===== src/cvq_cmp_unit.sv =====
// Shared subtract and compare unit used for index reduction and time search.
module cvq_cmp_unit #(
    parameter int W = 31
) (
    input  logic [W-1:0] i_a,
    input  logic [W-1:0] i_b,
    output logic         o_ge,
    output logic [W-1:0] o_diff
);

    logic [W:0] w_sub;

    assign w_sub  = {1'b0, i_a} - {1'b0, i_b};
    assign o_ge   = ~w_sub[W];
    assign o_diff = w_sub[W-1:0];

endmodule


===== config.mk =====
export PLATFORM = sky130hd
export DESIGN_NAME = cvq_cmp_unit
export DESIGN_NICKNAME = d
export VERILOG_FILES = /design/src/cvq_cmp_unit.sv
export SDC_FILE = /design/constraint.sdc
export NUM_CORES = 1
export LEC_CHECK = 0
export BUFFER_PORTS_ARGS = -buffer_cell sky130_fd_sc_hd__buf_2
export CORE_ASPECT_RATIO = 0.8
export CORE_UTILIZATION = 40
export DETAILED_ROUTE_END_ITERATION = 10
export PLACE_DENSITY = 0.73
export SLEW_MARGIN = 15
export SYNTH_ARGS = -nofsm -noshare
export SYNTH_HDL_FRONTEND = slang
export SYNTH_SLANG_ARGS = --single-unit

===== constraint.sdc =====
create_clock -name vclk -period 2.06
set_input_delay 0.103 -clock vclk [all_inputs]
set_output_delay 0.103 -clock vclk [all_outputs]
set_load 0.05 [all_outputs]

==> flow_summary.ini, run 1 <==
[outcome]
outcome = complete, but fails checks
violations = negative setup slack

[synthesis]
yosysTopAreaCellShare = 0.188
avgSynthCellArea_um2 = 7.05
synthCells = 292
yosys_warnings = 0
yosysTopAreaCell = ha_1
mappedNetlistArea_um2 = 2060
synth.top_cells.by_count = inv_1 (38), ha_1 (31), a21oi_1 (27)
seq_area_frac_synth = 0
synth.distinct_cells = 68
synth_nets = 386
synth_area_leaders = ha_1 (19%), xnor2_1 (8.1%), inv_1 (6.9%)
synth.most_common_cell = inv_1

[die]
die_h_um = 66.2
rows = 22
coreArea_um2 = 4760
die_x_um = 82.2
dieArea_um2 = 5440
start_util = 0.432
ios = 94

[power]
leakage_nw = 1.97
powerDensity_nw_per_um2 = 509
clkPwrFrac = 0
combPwrFrac = 1.000
vdd_drop_max_uv = 378
netSwitchingPower_mw = 1.19
p_sw_frac = 0.568
seq_power_share = 0
p_int_uw = 903

[drt]
vias_per_cell = 5.79
num_vias = 3005
drt-total-wl_mm = 9.21
wl_per_cell_um = 17.8
first_pass_iters = 7
drcViolationCount = 0
drtIter0Drc = 211
ant_nets = 0

[finish]
synthToLayoutAreaGrowth_pct = 99.3
fin_nets = 555
regArea_um2 = 0
nClkBuffers = 0
final_util = 0.862
fillers = 244
design.seq.count = 0
multi_input_area_um2 = 2440
antenna_cells = 0
drive_gt1_frac = 0.614

[sta]
layout_setup_ws_ps = -324
rsz0062_at_grt = yes
setup_violations = 21
clock.fmax_mhz = 420
period_share = 1.16
tightest_slew_ps = 410
slew_viol_final = 0
maxSlewHeadroom = 0.725
hold_violations = 0
finalCriticalPeriod_ps = 2380

[worst_setup_path]
cpPeakStageDelay_ps = 380
critPathArrivalTime_ps = 2280
critPathMostFrequentCell = buf_6
cp_max_fo = 2
cpMaxStageDelayCell = fa_2
crit_required_ps = 1960
cp-end-kind = output pin
crit_path_start_kind = input port
path_cells = buf_6, inv_4, ha_4, fa_2, and2b_1, o2111ai_2, nand2_2, a311oi_4, buf_6, o41ai_4, xor2_2, buf_6
critical_path_class = in -> out

[global_routing]
gr-total-overflow = 0
grt_pass1_vias = 2813
grt_max_degree = 11
grt_use_total = 0.308
grt_pass1_wl_mm = 12.9
antenna_found_initial = 0

[place]
gp_congestion = 0.875
place.port_buffers = 94
place_ws_ps = -396
dp_hpwl_mm = 5.67

[flow_run]
max-cap-violations = 0

[hold_path]
min_path_type = in -> out
-- final cells by class --
class,instances,share of cell area
repair buffers,181,0.348
well taps,60,0.0183
multi-input cells,240,0.596
inverters,38,0.0384
-- cells in the final DEF (no fill, tap or decap), types with 4 or more instances in the layout --
| master | n |
|---|---|
| a21o_1 | 13 |
| a21oi_1 | 21 |
| a21oi_2 | 7 |
| buf_2 | 51 |
| buf_4 | 79 |
| buf_6 | 48 |
| ha_1 | 15 |
| ha_4 | 16 |
| inv_1 | 25 |
| inv_2 | 9 |
| nand2_1 | 18 |
| nand3_1 | 7 |
| nand4_1 | 7 |
| nor2_1 | 17 |
| nor3_1 | 6 |
| o21ai_0 | 9 |
| o21ai_2 | 4 |
| xnor2_1 | 7 |
| xnor2_2 | 5 |
| xnor2_4 | 7 |
-- worst max-delay path: cells and delay by family --
family / cells / cell delay, ps
AOI/OAI and AO/OA: 3 / 630
adders and majority gates: 2 / 540
and+or+nand+nor: 2 / 390
xor gates and xnor gates: 1 / 190
buffers and inverters: 4 / 430
-- stage by stage --
| step | hold slack (ps) | total power, mW | std cells | TNS (ps) | instance area, um2 |
|---|---|---|---|---|---|
| after CTS | 611 | 1.96 | 512 | -2260 | 3970 |
| final | 614 | 2.09 | 519 | -3900 | 4100 |
| after global placement | 651 | 1.63 | 498 | -4470 | 3310 |
| after global routing | 621 | 2.18 | 519 | -5390 | 4100 |
| after detailed placement | 662 | 1.65 | 498 | -5280 | 3310 |
| after floorplan | 523 | 1.21 | 292 | -1360 | 2410 |
-- final timing paths --
kind    from          to  cells past startpoint
max   i_a[0]  o_diff[22]                     12
min   i_b[0]   o_diff[0]                      4
-- cells by family (layout without fill, tap and decap cells) --
logic type	count (synthesis)	in the layout	synth area share
xor gates and xnor gates	25	25	0.106
and+or+nand+nor	86	86	0.221
buffers and inverters	52	219	0.129
AOI/OAI and AO/OA	97	97	0.345
adders and majority gates	32	32	0.198
-- power groups by stage --
stage                     combinational [mW]  clock [mW]  sequential (mW)
after floorplan                         1.21           0                0
after global placement                  1.63           0                0
after detailed placement                1.65           0                0
after CTS                               1.96           0                0
after global routing                    2.18           0                0
final                                   2.09           0                0
-- timing repair --
action / in CTS / in global routing
buffers inserted: 14 / 8
pin swaps: 59 / 30
gates resized for setup: 122 / 17
endpoints found under the setup margin: 22 / 24
hold buffers: 0 / 0
-- layer usage --
metal,share of wire,GRT usage
met2,0.50,0.573
met5,0,0
met1,0.39,0.387
met4,0.047,0.0592
met3,0.060,0.0166
(Power assumes the default switching activity.)
==> inputs of run 2 (changes only) <==
PLACE_DENSITY = 0.78   (was 0.73)
SETUP_SLACK_MARGIN = 0.4   (was unset)
clock period = 2.1 ns   (was 2.06 ns; I/O delays follow)
==> run 2 against run 1 <==
Against the previous run:
- the flow still finishes with violations (negative setup slack)
- critical path depth shrank 2
- wire length rose by 13%
- non-clock buffer count down 9
- hold slack improved by 7.9 ps
- core utilization up 2.2 points
- sequential share of layout area stayed put
- die area unchanged
- final cell count down 1.7%
- sequential cell count did not move
- first-iteration DRC count rose by 47%
- clock-buffer cell count did not move
- critical path type unchanged
- critical endpoint is now o_diff[30]
- largest cell class unchanged
- largest power group unchanged
- highest routed layer unchanged
==> flow_summary.ini, run 2 (synthesis results as in run 1) <==
[worst_setup_path]
critical_path_class = in -> out
crit_path_start_kind = input port
path_buf_inv = 2
path_cells = buf_2, ha_1, a21oi_1, o21ai_0, nor2b_1, o31ai_2, o221ai_4, o21ai_4, xnor2_4, buf_6
cpPeakStageDelay_ps = 330
cp_max_fo = 3
crit_required_ps = 2000
cpMaxStageDelayCell = ha_1
critPathTopFamily = compound AO/OA/AOI/OAI gates
cp-end-kind = output pin
critPathArrivalTime_ps = 2270

[die]
rows = 22
ios = 94
start_util = 0.432
die_x_um = 82.2
die_h_um = 66.2
coreArea_um2 = 4760
dieArea_um2 = 5440

[power]
combPwrFrac = 1.000
p_sw_frac = 0.573
total_power_mw = 2.18
clkPwrFrac = 0
leakage_nw = 1.96
powerDensity_nw_per_um2 = 518
seq_power_share = 0
vdd_drop_max_uv = 467
netSwitchingPower_mw = 1.25
p_int_uw = 930

[drt]
vias_per_cell = 6.30
drt-total-wl_mm = 10.4
num_vias = 3213
drtIter0Drc = 311
wl_per_cell_um = 20.4
ant_nets = 0
first_pass_iters = 5
drcViolationCount = 0

[global_routing]
grt_pass1_vias = 2859
grt_pass1_wl_mm = 13.0
grt_use_total = 0.310
grt_max_degree = 9
gr-total-overflow = 0
antenna_found_initial = 0

[clock_network]
postCtsHoldBufs = 0

[place]
place_area_um2 = 3500
placed_cells = 494
place_ws_ps = -418
place.port_buffers = 94
dp_hpwl_mm = 5.78
gp_congestion = 0.920

[finish]
final_util = 0.884
final_common_cell = buf_4
drive_gt1_frac = 0.633
nClkBuffers = 0
antenna_cells = 0
design.seq.count = 0
layout_common_cells = buf_4 (69), buf_2 (55), buf_6 (45)
regArea_um2 = 0
fin_nets = 546
synthToLayoutAreaGrowth_pct = 104
stdcell_count = 510
fin_area_um2 = 4210

[sta]
layout_setup_ws_ps = -271
period_share = 1.13
slew_viol_final = 0
rsz0062_at_grt = yes
maxSlewHeadroom = 0.659
clock.fmax_mhz = 422
setup_violations = 17
hold_violations = 0
fin_tns_setup_ps = -2180
finalCriticalPeriod_ps = 2370
worst_hold_slack_ps = 622
tightest_slew_ps = 507

[outcome]
outcome = complete, but fails checks
violations = negative setup slack

[hold_path]
min_path_type = in -> out

[flow_run]
max-cap-violations = 0
==> run 2: path summary, 6_finish.rpt <==
kind / from / endpoint / slack [ps] / cells past startpoint
setup / recovery: i_a[19] / o_diff[30] / -270 / 10
hold / removal: i_b[0] / o_diff[0] / 620 / 4
==> run 2: final cells by class <==
type	count	area, um2
fill	215	553
inverter	38	178
multi-input combinational	240	2610
tap	60	75.1
timing repair buffer	172	1350
==> run 2: power by group through the flow <==
stage                     combinational [mW]  clock (mW)  sequential [mW]
after floorplan                         1.27           0                0
after global placement                  1.67           0                0
after detailed placement                1.70           0                0
after CTS                               1.97           0                0
after global routing                    2.26           0                0
final                                   2.18           0                0
==> run 2: routing by layer <==
metal / share of wire / track usage
met1: 0.36 / 0.399
met4: 0.049 / 0.0811
met2: 0.47 / 0.540
met3: 0.11 / 0.0372
met5: 0 / 0
==> run 2: repair_timing <==
item | CTS | global route
cloned | 0 | 0
gates resized for setup | 95 | 46
setup buffers | 6 | 10
endpoints found under the setup margin | 27 | 28
pin swaps | 26 | 27
